### src/hw/rtl/i8mm_pkg.sv
// ----------------------------------------------------------------------------
// i8mm_pkg
// Shared widths, codes and types of the int8 matrix multiply tile.
// ----------------------------------------------------------------------------
package i8mm_pkg;

    // tile limits
    localparam int MAX_COLS   = 32;
    localparam int MAX_DEPTH  = 256;
    localparam int MAX_ROWS   = 64;
    localparam int LANES      = 4;

    localparam int GROUPS_MAX = (MAX_DEPTH + LANES - 1) / LANES;

    // field and counter widths
    localparam int BYTE_W     = 8;
    localparam int PROD_W     = 2 * BYTE_W;
    localparam int DOT_W      = PROD_W + 2;
    localparam int SUM_W      = 24;
    localparam int B_W        = LANES * BYTE_W;
    localparam int GRP_W      = $clog2(GROUPS_MAX);
    localparam int NG_W       = GRP_W + 1;
    localparam int COL_W      = $clog2(MAX_COLS);
    localparam int ROW_W      = $clog2(MAX_ROWS);
    localparam int M_W        = 7;
    localparam int N_W        = 6;
    localparam int K_W        = 9;
    localparam int CFG_IDX_W  = 2;
    localparam int CFG_DATA_W = 9;

    // register indexes
    localparam logic [CFG_IDX_W-1:0] REG_M_ROWS  = 2'd0;
    localparam logic [CFG_IDX_W-1:0] REG_N_COLS  = 2'd1;
    localparam logic [CFG_IDX_W-1:0] REG_K_DEPTH = 2'd2;

    // item commands
    localparam logic CMD_LOAD_B   = 1'b0;
    localparam logic CMD_STREAM_A = 1'b1;

    typedef enum logic [1:0] {
        ST_IDLE,
        ST_MAC,
        ST_EMIT
    } state_t;

    typedef logic signed [BYTE_W-1:0] byte_t;

    // control shared by all column lanes
    typedef struct packed {
        logic                     wr_en;
        logic [GRP_W-1:0]         wr_group;
        logic                     rd_en;
        logic [GRP_W-1:0]         rd_group;
        logic                     mac_en;
        logic                     clr;
        logic [LANES-1:0][BYTE_W-1:0] a_bytes;
    } lane_ctl_t;

endpackage

### src/hw/rtl/i8mm_ram.sv
// ----------------------------------------------------------------------------
// i8mm_ram
// Generic single write port, single read port RAM with registered read.
// ----------------------------------------------------------------------------
module i8mm_ram #(
    parameter int WIDTH = 32,
    parameter int DEPTH = 64
) (
    input  logic                     clk,
    input  logic                     wr_en,
    input  logic [$clog2(DEPTH)-1:0] wr_addr,
    input  logic [WIDTH-1:0]         wr_data,
    input  logic                     rd_en,
    input  logic [$clog2(DEPTH)-1:0] rd_addr,
    output logic [WIDTH-1:0]         rd_data
);

    logic [WIDTH-1:0] mem [DEPTH];

    // write port and registered read port
    always_ff @(posedge clk)
    begin
        if (wr_en)
        begin
            mem[wr_addr] <= wr_data;
        end
        if (rd_en)
        begin
            rd_data <= mem[rd_addr];
        end
    end

endmodule

### src/hw/rtl/i8mm_lane.sv
// ----------------------------------------------------------------------------
// i8mm_lane
// One column of C: holds its B column, forms the 4-way dot product of an
// A group with its B group and adds it into the column accumulator.
// ----------------------------------------------------------------------------
module i8mm_lane (
    input  logic                                 clk,
    input  logic                                 rst_n,
    input  i8mm_pkg::lane_ctl_t                  ctl,
    input  logic                                 wr_sel,
    input  logic                                 active,
    input  logic [i8mm_pkg::B_W-1:0]             wr_data,
    output logic signed [i8mm_pkg::SUM_W-1:0]    acc
);
    import i8mm_pkg::*;

    logic [B_W-1:0]           b_word;
    logic signed [PROD_W-1:0] prod [LANES];
    logic signed [DOT_W-1:0]  dot;
    logic signed [SUM_W-1:0]  acc_reg;
    logic signed [SUM_W-1:0]  acc_next;

    // B column store, one word per k-group
    i8mm_ram #(
        .WIDTH (B_W),
        .DEPTH (GROUPS_MAX)
    ) u_bram (
        .clk     (clk),
        .wr_en   (ctl.wr_en & wr_sel),
        .wr_addr (ctl.wr_group),
        .wr_data (wr_data),
        .rd_en   (ctl.rd_en),
        .rd_addr (ctl.rd_group),
        .rd_data (b_word)
    );

    // four signed byte products and their sum
    always_comb
    begin
        dot = '0;
        for (int r = 0; r < LANES; r++)
        begin
            prod[r] = $signed(ctl.a_bytes[r]) * $signed(b_word[r*BYTE_W +: BYTE_W]);
            dot     = dot + DOT_W'(prod[r]);
        end
    end

    // accumulate, wrapping at the sum width
    always_comb
    begin
        acc_next = acc_reg;
        if (ctl.clr)
        begin
            acc_next = '0;
        end
        else if (ctl.mac_en && active)
        begin
            acc_next = acc_reg + SUM_W'(dot);
        end
    end

    always_ff @(posedge clk or negedge rst_n)
    begin
        if (!rst_n)
        begin
            acc_reg <= '0;
        end
        else
        begin
            acc_reg <= acc_next;
        end
    end

    assign acc = acc_reg;

endmodule

### config.mk
export PLATFORM = sky130hd
export DESIGN_NAME = i8mm_lane
export DESIGN_NICKNAME = d
export VERILOG_FILES = /design/src/hw/rtl/i8mm_pkg.sv /design/src/hw/rtl/i8mm_ram.sv /design/src/hw/rtl/i8mm_lane.sv
export SDC_FILE = /design/constraint.sdc
export NUM_CORES = 2
export LEC_CHECK = 0
export BUFFER_PORTS_ARGS = -buffer_cell sky130_fd_sc_hd__buf_2
export CORE_ASPECT_RATIO = 0.8
export CORE_MARGIN = 8
export CORE_UTILIZATION = 30
export DETAILED_ROUTE_END_ITERATION = 10
export SLEW_MARGIN = 20
export SYNTH_ARGS = -nofsm -noshare
export SYNTH_HDL_FRONTEND = slang
export SYNTH_SLANG_ARGS = --single-unit
### constraint.sdc
create_clock -name clk -period 16.2 [get_ports clk]
set_clock_uncertainty 0.15 [all_clocks]
set_input_delay 4.05 -clock clk [delete_from_list [all_inputs] [get_ports clk]]
set_output_delay 4.05 -clock clk [all_outputs]
set_load 0.05 [all_outputs]
Yosys cells after proc, flatten, opt, wreduce, memory -nomap -nowiden

Memory sizes are Yosys's and may differ from the RTL's. A register that Yosys moved wholly into a read port is not among the register bits.
Index checks and enable logic that the tools add are counted.

$add $sub $neg: 4
Multipliers: 4
Muxes and demuxes: 4
Bitwise logic cells: 1
Reductions and logical operators: 2

Operators by type and width:

| operator                                     | number |
|---|---|
| 8-bit by 8-bit multiplier with 16-bit output | 4 |
| 24-bit 2-to-1 mux                            | 2 |
| 24-bit by 18-bit adder with 24-bit output    | 1 |
| 17-bit by 16-bit adder with 18-bit output    | 1 |
| 18-bit by 16-bit adder with 18-bit output    | 1 |
| 16-bit by 16-bit adder with 17-bit output    | 1 |
| 1-bit 2-to-1 mux                             | 2 |
| 2-bit nonzero test                           | 1 |
| 1-bit bitwise AND                            | 1 |
| 1-bit logical AND                            | 1 |

Register bits after elaboration: 24
Bits in writable memories: 2048
Input port bits: 84
Output and inout bits: 24
Word-level logic and storage cells: 17
Memories kept: 1

Memory list:

| name       | words | bits a word | rd ports | clocked after memory_dff | wr ports | line           | text |
|---|---|---|---|---|---|---|---|
| u_bram.mem | 64    | 32          | 1        | 1                        | 1        | i8mm_ram.sv:18 | `logic [WIDTH-1:0] mem [DEPTH];` |

Logic depth before layout (Yosys ltp)

Depth after elaboration: 7
Mapped depth: 27
Depth with buffers taken out: 24

By module

From an unflattened synthesis, not the netlist that was laid out.

Cell total of the unflattened synthesis: 4742
Area total of the unflattened synthesis: 92922.9 µm²

Modules (own cells, without submodules):

| module    | instances | cells an instance | area an instance (µm²) | seq. area each (µm²) |
|---|---|---|---|---|
| i8mm_ram  | 1         | 3324              | 78835.6                | 62459.9 |
| i8mm_lane | 1         | 1418              | 14087.3                | 600.6 |

Worst setup path before layout

OpenSTA, ideal clock, no wires.

Kind: input to register
Start: in ctl[7] (netlist name)
End: reg acc_reg[20], in the netlist acc[20]
Setup time: 69 ps
Data arrival time: 10739 ps
Data required time: 15981 ps
Setup slack: 5242 ps
Cell stages on the path: 23
Buffers on the path: 0
Cells stage by stage: nand2_1 -> inv_1 -> fa_1 -> inv_1 -> fa_1 -> inv_1 -> fa_1 -> inv_1 -> fa_1 -> inv_1 -> fa_1 -> fa_1 -> inv_1 -> fa_1 -> fa_1 -> inv_1 -> ha_1 -> nand2_1 -> o211a_1 -> o31a_1 -> o21ba_2 -> or4_1 -> nand3_1

Cells in the longest elaborated chain, start to end: 7

RTL lines:

| element                                      | line            | text |
|---|---|---|
| start: declaration                           | i8mm_lane.sv:9  | `input i8mm_pkg::lane_ctl_t ctl,` |
| 8-bit by 8-bit multiplier with 16-bit output | i8mm_lane.sv:43 | `prod[r] = $signed(ctl.a_bytes[r]) * $signed(b_word[r*BYTE_W +: BYTE_W]);` |
| 16-bit by 16-bit adder with 17-bit output    | i8mm_lane.sv:44 | `dot = dot + DOT_W'(prod[r]);` |
| 17-bit by 16-bit adder with 18-bit output    | i8mm_lane.sv:44 |  |
| 18-bit by 16-bit adder with 18-bit output    | i8mm_lane.sv:44 |  |
| 24-bit by 18-bit adder with 24-bit output    | i8mm_lane.sv:58 | `acc_next = acc_reg + SUM_W'(dot);` |
| 24-bit 2-to-1 mux                            | i8mm_lane.sv:56 | `else if (ctl.mac_en && active)` |
| 24-bit 2-to-1 mux                            | i8mm_lane.sv:52 | `if (ctl.clr)` |
| end signal: assignment                       | i8mm_lane.sv:70 | `acc_reg <= acc_next;` |
| end: declaration                             | i8mm_lane.sv:20 | `logic signed [SUM_W-1:0] acc_reg;` |

Every way passes these cells. The select of a mux whose other input is x is not followed.
A chain may end at the register's enable or synchronous reset.

Worst setup path in the final report

Ends and elaborated chain as after synthesis.

==> results.md <==
- Final instance area: 0.1051 mm^2
- Worst slew pin tran: 1147 ps
- Die height: 513.3 um
- Htree depth: 4
- Critical path required time: 16770 ps
- I/O pin count: 108
- Vias in the first global route: 45520
- Initial antenna violation count: 47
- Synth cell types: 48
- Final setup viols: 0
- Yosys warns: 0
- First-pass GRT wire length: 336100 um
- Core area: 0.3074 mm^2
- Hold Violations, Final: 0
- Primary FF master, synth: edfxtp_1
- Max FFs per register: 2048
- CTS tree: done
- Routed wire length: 233900 um
- GRT Util Overall: 13.99%
- DRT iter0 DRCs: 4931
- Largest net degree at the start of global routing: 138
- CP Class: primary input to flop
- Reg clk slew, reported paths: 50 ps
- Routed len/inst: 26.33 um
- Share of cells above drive strength 1: 25.08%
- Hold WC Path Type: flop to flop
- Layout Utilization: 34.18%
- Critical path arrival: 11410 ps
- Final setup TNS: 0 ps
- Avg Synthesized Cell Area: 20.92 um^2
- Worst slew margin: 23.52%
- Die X: 637.6 um
- Postcts setup bufs: 0
- Place WS: 4514 ps
- Minimum clock period after layout: 10830 ps
- Sequential-to-total area share from yosys stat: 68.00%
- Crit. End Element: flop
- Count of state elements after synthesis: 2104
- Worst R2R Start: u_bram.rd_data[0]$_DFFE_PP_
- Final WS setup: 5368 ps
- Synthesized instance count: 4434
- Vias per cell: 4.915
- R2R depth: 23
- Max Cap Viol: 0
- Syn nets: 5021
- Area Growth Syn to Fin: 13.28%
- Fin nets: 5250
- Longest Clk Path Bufs: 4
- # DRC: 0
- Reg2reg end: acc[20]$_DFFE_PN0P_
- Unrepaired setup endpoints after global routing: false
- HPWL Detailed: 133200 um
- DRT antenna net count: 0
- Sink Count: 2104
- Initial Util: 30.17%
- Crit path max fanout: 16
- Die area: 0.3273 mm^2
- Mapped Area: 0.09274 mm^2
- CTS root buffer: clkbuf_16
- WHS Path Cells: 2
- Most frequent cells in the layout: 2080 x edfxtp_1, 664 x mux4_2, 454 x inv_1, 394 x fa_1, 201 x clkbuf_16
- Cts-stage hold buffer count: 0
- Global placement routability congestion: 0.7972
- 1st-pass router iterations: 5
- Placement Cell Area: 0.09878 mm^2
- Remaining Overflow, GRT: 0
- Via count: 43650
- Share of flip-flops with an asynchronous set or reset: 1.141%
- # resized after CTS: 0
- Fin. max-slew vios: 0
- Rows: 182
- R2r setup slk: 8020 ps
- Most common cell after layout, fill and taps aside: edfxtp_1
- Fmax: 92.32 MHz
- Tcrit/Tclk final: 66.87%
- Crit start category: primary input
- EDFF count, synth: 2080
- Clk_lat worst skew: 880 ps
- Origin of the worst min-delay path: acc[4]$_DFFE_PN0P_
- Port Buf Inserts: 107
- Outcome: completed
- Num CTS Buffers: 199
- Hold Path End: acc[4]$_DFFE_PN0P_
- Filler cell count: 28680
[layout make-up]
type / instances / area (um^2) / share of cell area, %
multi-input combinational: 1706 / 27680 / 26.34
timing repair buffer: 198 / 1395 / 1.328
inverter: 454 / 1704 / 1.622
sequential: 2104 / 63060 / 60.02
clock buffer: 247 / 5213 / 4.961
tap: 4048 / 5065 / 4.821
clock inverter: 108 / 908.4 / 0.8646
antenna: 16 / 40.04 / 0.03811
[metal layers]
| metal | track usage [%] | wire, um |
|---|---|---|
| met3 | 2.455 | 17640 |
| met1 | 20.98 | 106100 |
| met5 | 0 | 78 |
| met2 | 21.78 | 106800 |
| met4 | 2.077 | 3232 |
[logic make-up (layout without fill, tap and decap cells)]
kind of cell,count (synthesis),count (layout),synth area share (%)
other cells,0,16,0
buf+inv,624,1007,2.683
compound gates,86,86,0.5747
flops,2104,2104,68.00
fa+ha+maj,503,503,9.975
mux,682,682,16.33
xor+xnor,30,30,0.2833
simple gates,405,405,2.157
[critical path, stage by stage]
cell and delay [ps]:
buf_2 150, nand2_1 750, inv_1 220, fa_1 540
inv_1 60, fa_1 530, inv_1 50, fa_1 480
inv_1 60, fa_1 540, inv_1 50, fa_1 480
fa_1 540, inv_1 50, fa_1 450, fa_1 510
inv_1 50, ha_1 340, nand2_1 90, o211a_1 260
o31a_1 350, o21ba_2 260, or4_1 470, nand3_1 80
[worst max-delay path by stage]
| stage | startpoint | endpoint | slack [ps] | cells past startpoint |
|---|---|---|---|---|
| 3_3_place_gp | ctl[7] | acc[20]$_DFFE_PN0P_ | 4550 | 24 |
| 6_report | ctl[7] | acc[20]$_DFFE_PN0P_ | 5370 | 24 |
| 4_1_cts | ctl[7] | acc[20]$_DFFE_PN0P_ | 5380 | 24 |
| 2_1_floorplan | ctl[7] | acc[20]$_DFFE_PN0P_ | 5240 | 23 |
| 3_5_place_dp | ctl[7] | acc[20]$_DFFE_PN0P_ | 4510 | 24 |
| 5_1_grt | ctl[7] | acc[23]$_DFFE_PN0P_ | 4950 | 25 |
[synth_stat cells (all sizes together), types with 3 or more instances]
master  instances  area, um^2
fa            394        7888
xnor2          17       148.9
mux2i           9       90.09
nand3           7       35.03
o21a            3       22.52
a22o            6       52.55
nor2           76       285.3
clkbuf         96       360.4
nor2b          22       137.6
o21ai          35       175.2
ha            109        1364
nor3            3       15.01
nand2         137       514.2
dfrtp          24       600.6
xor2           13       113.9
mux2            9       101.4
nand4           3       18.77
mux4          664       14950
edfxtp       2080       62460
and2          129       807.0
nand3b          3       22.52
inv           454        1704
a21o            9       67.56
buf            74       424.2
nand2b         16       100.1
a211oi          3       22.52
a21oi          18       90.09
[metrics by stage]
stage	cells	hold slack [ps]
2_1_floorplan	4434	618.2
5_1_grt	8866	389.2
6_report	8881	353.4
3_3_place_gp	8507	335.0
4_1_cts	8862	356.0
3_5_place_dp	8507	344.7
Power is not shown: default switching activity piles up to over one toggle a cycle in this logic, so the estimate is an artifact.
